`src/hdl/aavr_pkg.sv`:
```
// Package for the axis-angle vector rotation block: widths, constants,
// the CORDIC arctangent table and the rounding multiply used by the matrix and axis products.
// No dependencies.
package aavr_pkg;

    localparam int CORDIC_ITERATIONS = 24;

    // Internal widths.
    localparam int XY_W = 34;   // CORDIC x and y
    localparam int Z_W  = 33;   // CORDIC angle accumulator, Q2.30 radians
    localparam int MW   = 36;   // cos, sin, 1-cos and first-level products
    localparam int GW   = 34;   // axis outer products
    localparam int EW   = 37;   // rotation matrix entries
    localparam int QW   = 40;   // matrix entry times point component
    localparam int SW   = 42;   // row sum before clipping

    // Angle constants in Q16.16 degrees, held in 27 bits.
    localparam logic signed [26:0] HALF_DEG    = 27'sd11796480;
    localparam logic signed [26:0] FULL_DEG    = 27'sd23592960;
    localparam logic signed [26:0] QUARTER_DEG = 27'sd5898240;

    localparam logic [26:0]           DEG2RAD_Q32 = 27'd74961321;
    localparam logic signed [XY_W-1:0] GAIN_INV   = XY_W'(652032874);
    localparam logic signed [MW-1:0]   ONE_Q30    = MW'(64'd1 << 30);

    localparam logic signed [31:0] AXIS_X_RST = 32'sd0;
    localparam logic signed [31:0] AXIS_Y_RST = 32'sd0;
    localparam logic signed [31:0] AXIS_Z_RST = 32'sd1073741824;

    // Configuration register indexes.
    localparam logic [1:0] REG_AXIS_X = 2'd0;
    localparam logic [1:0] REG_AXIS_Y = 2'd1;
    localparam logic [1:0] REG_AXIS_Z = 2'd2;

    // Two angle stages, the CORDIC stages and five matrix stages.
    localparam int PIPE_LATENCY = CORDIC_ITERATIONS + 7;

    typedef struct packed {
        logic signed [31:0] x;
        logic signed [31:0] y;
        logic signed [31:0] z;
    } t_point;

    typedef struct packed {
        logic               cneg;
        logic               sneg;
        logic signed [Z_W-1:0] z;
        t_point             pt;
    } t_angle;

    typedef struct packed {
        logic                   cneg;
        logic                   sneg;
        logic signed [XY_W-1:0] x;
        logic signed [XY_W-1:0] y;
        t_point                 pt;
    } t_trig;

    function automatic logic [29:0] atan_q30(input logic [4:0] idx);
        logic [29:0] v;
        unique case (idx)
            5'd0:  v = 30'd843314857;
            5'd1:  v = 30'd497837829;
            5'd2:  v = 30'd263043837;
            5'd3:  v = 30'd133525159;
            5'd4:  v = 30'd67021687;
            5'd5:  v = 30'd33543516;
            5'd6:  v = 30'd16775851;
            5'd7:  v = 30'd8388437;
            5'd8:  v = 30'd4194283;
            5'd9:  v = 30'd2097149;
            5'd10: v = 30'd1048576;
            5'd11: v = 30'd524288;
            5'd12: v = 30'd262144;
            5'd13: v = 30'd131072;
            5'd14: v = 30'd65536;
            5'd15: v = 30'd32768;
            5'd16: v = 30'd16384;
            5'd17: v = 30'd8192;
            5'd18: v = 30'd4096;
            5'd19: v = 30'd2048;
            5'd20: v = 30'd1024;
            5'd21: v = 30'd512;
            5'd22: v = 30'd256;
            5'd23: v = 30'd128;
            5'd24: v = 30'd64;
            5'd25: v = 30'd32;
            5'd26: v = 30'd16;
            5'd27: v = 30'd8;
            5'd28: v = 30'd4;
            5'd29: v = 30'd2;
            5'd30: v = 30'd1;
            default: v = 30'd0;
        endcase
        return v;
    endfunction

    // Signed product scaled by 2^-30, rounded to nearest with ties away from zero.
    function automatic logic signed [47:0] mul_rnd30(input logic signed [39:0] a,
                                                     input logic signed [39:0] b);
        logic signed [79:0] p;
        logic [79:0]        mag;
        logic [79:0]        r;
        p   = a * b;
        mag = p[79] ? 80'(-p) : 80'(p);
        r   = (mag + (80'd1 << 29)) >> 30;
        return p[79] ? -48'(r) : 48'(r);
    endfunction

endpackage

```
`src/hdl/aavr_angle.sv`:
```
// Angle front end: range reduction and folding in degrees, then the
// conversion to Q2.30 radians. Two register stages. Uses aavr_pkg.
module aavr_angle (
    input  logic                 i_clk,
    input  logic                 i_rst_n,
    input  logic                 i_valid,
    input  logic signed [25:0]   i_angle_deg,
    input  aavr_pkg::t_point     i_pt,
    output logic                 o_valid,
    output aavr_pkg::t_angle     o_ang
);

    logic signed [26:0] w_a;
    logic signed [26:0] w_f;
    logic               w_cneg;
    logic [22:0]        n_mag;

    logic               r_v1;
    logic [22:0]        r_mag;
    logic               r_cneg1;
    logic               r_sneg1;
    aavr_pkg::t_point   r_pt1;

    logic [49:0]        w_prod;
    logic               r_v2;
    aavr_pkg::t_angle   r_ang;

    always_comb begin
        w_a = 27'(i_angle_deg);
        // The field spans about +-512 degrees, so one correction is enough.
        if (w_a >= aavr_pkg::HALF_DEG) begin
            w_a = w_a - aavr_pkg::FULL_DEG;
        end else if (w_a < -aavr_pkg::HALF_DEG) begin
            w_a = w_a + aavr_pkg::FULL_DEG;
        end
        w_cneg = 1'b0;
        w_f    = w_a;
        if (w_a > aavr_pkg::QUARTER_DEG) begin
            w_f    = aavr_pkg::HALF_DEG - w_a;
            w_cneg = 1'b1;
        end else if (w_a < -aavr_pkg::QUARTER_DEG) begin
            w_f    = -aavr_pkg::HALF_DEG - w_a;
            w_cneg = 1'b1;
        end
        n_mag = w_f[26] ? 23'(-w_f) : 23'(w_f);
    end

    always_ff @(posedge i_clk) begin
        if (!i_rst_n) begin
            r_v1 <= 1'b0;
            r_v2 <= 1'b0;
        end else begin
            r_v1 <= i_valid;
            r_v2 <= r_v1;
        end
        r_mag   <= n_mag;
        r_cneg1 <= w_cneg;
        r_sneg1 <= w_f[26];
        r_pt1   <= i_pt;
        r_ang.z    <= aavr_pkg::Z_W'(w_prod >> 18);
        r_ang.cneg <= r_cneg1;
        r_ang.sneg <= r_sneg1;
        r_ang.pt   <= r_pt1;
    end

    assign w_prod  = 50'(r_mag) * 50'(aavr_pkg::DEG2RAD_Q32) + (50'd1 << 17);
    assign o_valid = r_v2;
    assign o_ang   = r_ang;

endmodule

```
`config.mk`:
```
export PLATFORM = sky130hd
export DESIGN_NAME = aavr_angle
export DESIGN_NICKNAME = d
export VERILOG_FILES = /design/src/hdl/aavr_pkg.sv /design/src/hdl/aavr_angle.sv
export SDC_FILE = /design/constraint.sdc
export NUM_CORES = 1
export LEC_CHECK = 0
export ABC_AREA = 1
export BUFFER_PORTS_ARGS = -buffer_cell sky130_fd_sc_hd__buf_4
export CAP_MARGIN = 10
export CORE_MARGIN = 2
export CORE_UTILIZATION = 40
export CTS_CLUSTER_SIZE = 16
export DETAILED_ROUTE_END_ITERATION = 16
export GPL_TIMING_DRIVEN = 0
export SYNTH_ARGS = -nofsm -noshare
export SYNTH_HDL_FRONTEND = slang
export SYNTH_SLANG_ARGS = --single-unit
```
`constraint.sdc`:
```
create_clock -name i_clk -period 16.6 [get_ports i_clk]
set_input_delay 2.49 -clock i_clk [delete_from_list [all_inputs] [get_ports i_clk]]
set_output_delay 2.49 -clock i_clk [all_outputs]
set_load 0.1 [all_outputs]
```
# Word level (Yosys, flattened, before mapping)
# Cells that the tools add are included.
# W data, S select, Z words.
# classes
mux,6
n_addsub,6
order_cmp,4
multipliers,1
# ops
operator,count
$mux W27,4
$sub A25 B27 Y27 const A,2
$add A50 B18 Y50 const B,1
$mul A23 B27 Y50 const B,1
$add A26 B26 Y27 const B,1
$gt A27 B24 Y1 const B,1
$lt A27 B24 Y1 const B,1
$sub A26 B26 Y27 const B,1
$ge A26 B25 Y1 const B,1
$lt A26 B25 Y1 const B,1
$mux W23,1
$neg A23 Y23,1
$mux W1,1
# totals
output_inout_bits,132
register_bits,253

# Longest topological paths before layout
# logic_depth
word_depth,8
depth_mapped,29
depth_no_buf,28

# Worst setup path after synthesis
# Ideal clock, no wire load.
# synth_timing
kind,register -> register
from,register r_mag[3]
to,"register r_ang, in the netlist o_ang[121]"
n_path_buf,0
stages_incl_launch_ff,25
arrival_time_ns,6.173
setup_time_ns,0.120
slack_ns,10.307
cell_sequence,dfxtp_1 > fa_1 > inv_1 > fa_1 > fa_1 > inv_1 > fa_1 > fa_1 > fa_1 > inv_1 > fa_1 > inv_1 > ha_1 > nand2_1 > nor2_1 > nand4_1 > nor2_1 > nor2_1 > o21ai_0 > nand2_1 > nand2_1 > a21oi_1 > o21ai_0 > a21oi_1 > xnor2_1
# synth_between
elab_chain_len,2
# synth_lines
element,line,source
from (decl),aavr_angle.sv:19,logic [22:0] r_mag;
from (signal assigned),aavr_angle.sv:56,r_mag <= n_mag;
$mul A23 B27 Y50,aavr_angle.sv:66,assign w_prod = 50'(r_mag) * 50'(aavr_pkg::DEG2RAD_Q32) + (50'd1 << 17);
$add A50 B18 Y50,aavr_angle.sv:66,
via w_prod[43],aavr_angle.sv:24,logic [49:0] w_prod;
to (decl),aavr_angle.sv:26,aavr_pkg::t_angle r_ang;
# The timed path passes the listed nets, and every way through them passes these cells.
# A chain may end at the register's enable or synchronous reset.

# Worst setup path in the final report
# layout_timing
from,register r_mag[3]
to,"register r_ang, in the netlist o_ang[125]"
# Same word-level chain as after synthesis.

==> impl_metrics.ini <==
[sta]
max-slew-margin-rel_pct = 52.5
finalClockSkew_ns = 0.0197
max_freq_ghz = 0.132
final_period_minus_worst_setup_slack_ns = 7.57
finalMaxSlewViolations = 0
final.setup.tns_ns = 0
hold_violations = 0
final.period_utilization_pct = 45.6
max_slew.worst_pin.slew_ns = 0.711
rsz_0062_raised_after_global_routing = false
final-setup-viol-count = 0

[clock_network]
clock-root-buffer = sky130_fd_sc_hd__clkbuf_16
clk_transition_reported_paths_ns = 0.06
worst_skew_pair.late_latency_ns = 0.56
clk_sinks = 253
cts_tree = done
cts_buffer_depth = 3
post_cts_resize_count = 0
htreeDepth = 1
post-cts-setup-buffer-count = 0
cts_hold_buf = 0
cts_made_buffers = 26

[synth]
top_ff_cell_synth = sky130_fd_sc_hd__dfxtp_1
synthDominantCellAreaShare_pct = 28.7
yosys_register_bits = 253
seq_area_frac_synth_pct = 28.7
mappedNetlistArea_mm2 = 0.0176
synth_cell_types = 47
postSynthAreaPerCell_um2 = 9.75
synth.top_cells.by_area = sky130_fd_sc_hd__dfxtp_1 (29%), sky130_fd_sc_hd__fa_1 (26%), sky130_fd_sc_hd__ha_1 (17%)
mappedNetlistNets = 2407
synth_enable_flop_cells = 0
netlist.top_cell.by_area = sky130_fd_sc_hd__dfxtp_1
syn-instance-count = 1810
async_reset_ff_share_pct = 0
yosys_warnings = 0

[worst_setup_path]
worst_setup_path_start_kind = register
crit_required_ns = 17.09
critical-path-max-stage-delay_ns = 0.77
reg2reg_depth = 25
cpMostUsedCell = sky130_fd_sc_hd__fa_1
critPathCaptureType = register
path_delay_family = adder cells
arrival_ns = 8.06
worstSetupPathDepth = 25
worstSetupPathType = reg -> reg
critical_path.slowest_cell = sky130_fd_sc_hd__dfxtp_1
critPathBufInv = 4
cp_max_fo = 11

[worst_hold_path]
hp-class = reg -> reg
hold_path_depth = 0

[drt]
drt-total-wl_um = 41400
num_vias = 12500
first_pass_iters = 5
route.antenna.remaining_nets = 0
remaining_design_rule_violation_count = 0
viasPerCell = 4.63
drt-initial-drc-count = 742
wire_per_inst_um = 15.4

[finish]
layout_commonest_cell = sky130_fd_sc_hd__inv_1
final-seq-area_mm2 = 0.00506
insertedDiodeCount = 0
areaGrowthSynthToFinish_pct = 20.1
multi_input_area_mm2 = 0.0109
num-fill-cells = 4144
layout.cells.most_common_list = sky130_fd_sc_hd__inv_1 (417), sky130_fd_sc_hd__buf_4 (256), sky130_fd_sc_hd__dfxtp_1 (253)
nets = 2689
drive_gt1_share_pct = 16.7

[floorplan]
die_area_mm2 = 0.0458
chipWidth_um = 214
row_count = 76
initial_utilization_pct = 40.8
top_level_ports = 257
die_y_um = 214
coreArea_mm2 = 0.0433

[global_route]
antenna_violations_before_repair = 0
grt_util_all_layers_pct = 18.1
grt_pass1_wl_um = 65800
grt_start_max_net_pins = 15
grt.overflow.total = 0
number_of_global_route_vias_before_repair = 12500

[status]
run_status = completed

[flow_run]
max_cap_violations = 0

[place]
detailedPlacementHpwl_um = 35500
place_congestion = 0.885
port_buffers = 254
## cell type report
| type | count | share of cell area, % |
|---|---|---|
| multi-input cells | 1119 | 51.5 |
| flip-flops and latches | 253 | 23.9 |
| repair buffers | 254 | 9.00 |
| inverters | 428 | 7.59 |
| clock buffers | 35 | 3.52 |
| well taps | 585 | 3.46 |
| clock inverters | 12 | 0.733 |
| plain buffers | 10 | 0.313 |
## synthesized netlist by cell type (9+ instances only)
library cell / number
sky130_fd_sc_hd__inv_1: 417
sky130_fd_sc_hd__nand3_1: 56
sky130_fd_sc_hd__xnor2_1: 20
sky130_fd_sc_hd__nand2_1: 249
sky130_fd_sc_hd__o21ai_0: 36
sky130_fd_sc_hd__nor3_1: 9
sky130_fd_sc_hd__nor2_1: 85
sky130_fd_sc_hd__nand4_1: 15
sky130_fd_sc_hd__a21oi_1: 54
sky130_fd_sc_hd__fa_1: 227
sky130_fd_sc_hd__xor2_1: 41
sky130_fd_sc_hd__inv_2: 11
sky130_fd_sc_hd__ha_1: 245
sky130_fd_sc_hd__dfxtp_1: 253
sky130_fd_sc_hd__nand2_2: 11
## worst paths after layout
kind,start,slack [ns],end
setup / recovery,r_mag[3],9.03,o_ang[125]
hold / removal,r_pt1[57],0.32,o_ang[57]
hold reg to reg,r_pt1[57],0.32,o_ang[57]
setup reg to reg,r_mag[3],9.03,o_ang[125]
## metrics by stage
stage / cells / hold slack, ns / worst slack (ns) / utilization (%) / instance area [um^2]
detailed placement: 2649 / 0.312 / 9.07 / 46.9 / 20300
global route: 2696 / 0.320 / 8.65 / 48.9 / 21200
CTS: 2696 / 0.314 / 9.06 / 48.9 / 21200
finish: 2696 / 0.317 / 9.03 / 48.9 / 21200
floorplan: 1810 / 0.310 / 10.31 / - / 17600
global placement: 2649 / 0.309 / 9.07 / 46.9 / 20300
## state kept, by name, summed over array words and instances, names as in the netlist
name / flops
o_ang: 130
r_sneg1: 1
r_v1: 1
r_mag: 23
o_valid: 1
r_cneg1: 1
r_pt1: 96
## metal layers
layer	vias up	track usage, %	routed length, um
met5	-	0	0
met4	0	3.50	616
met3	38	2.74	2330
met2	293	31.0	20100
met1	6021	24.3	18400
li1	6124	-	-
## cell families (layout without fill, tap and decap cells)
logic type,count (synthesis),in the layout,synth area share (%)
fa+ha+maj,472,472,43.1
compound gates,130,130,4.39
xor+xnor,62,62,3.12
other cells,1,1,0.0213
simple gates,454,454,11.1
buf+inv,438,739,9.48
flops,253,253,28.7
Power is not shown: default switching activity piles up to over one toggle a cycle in this logic, so the estimate is an artifact.
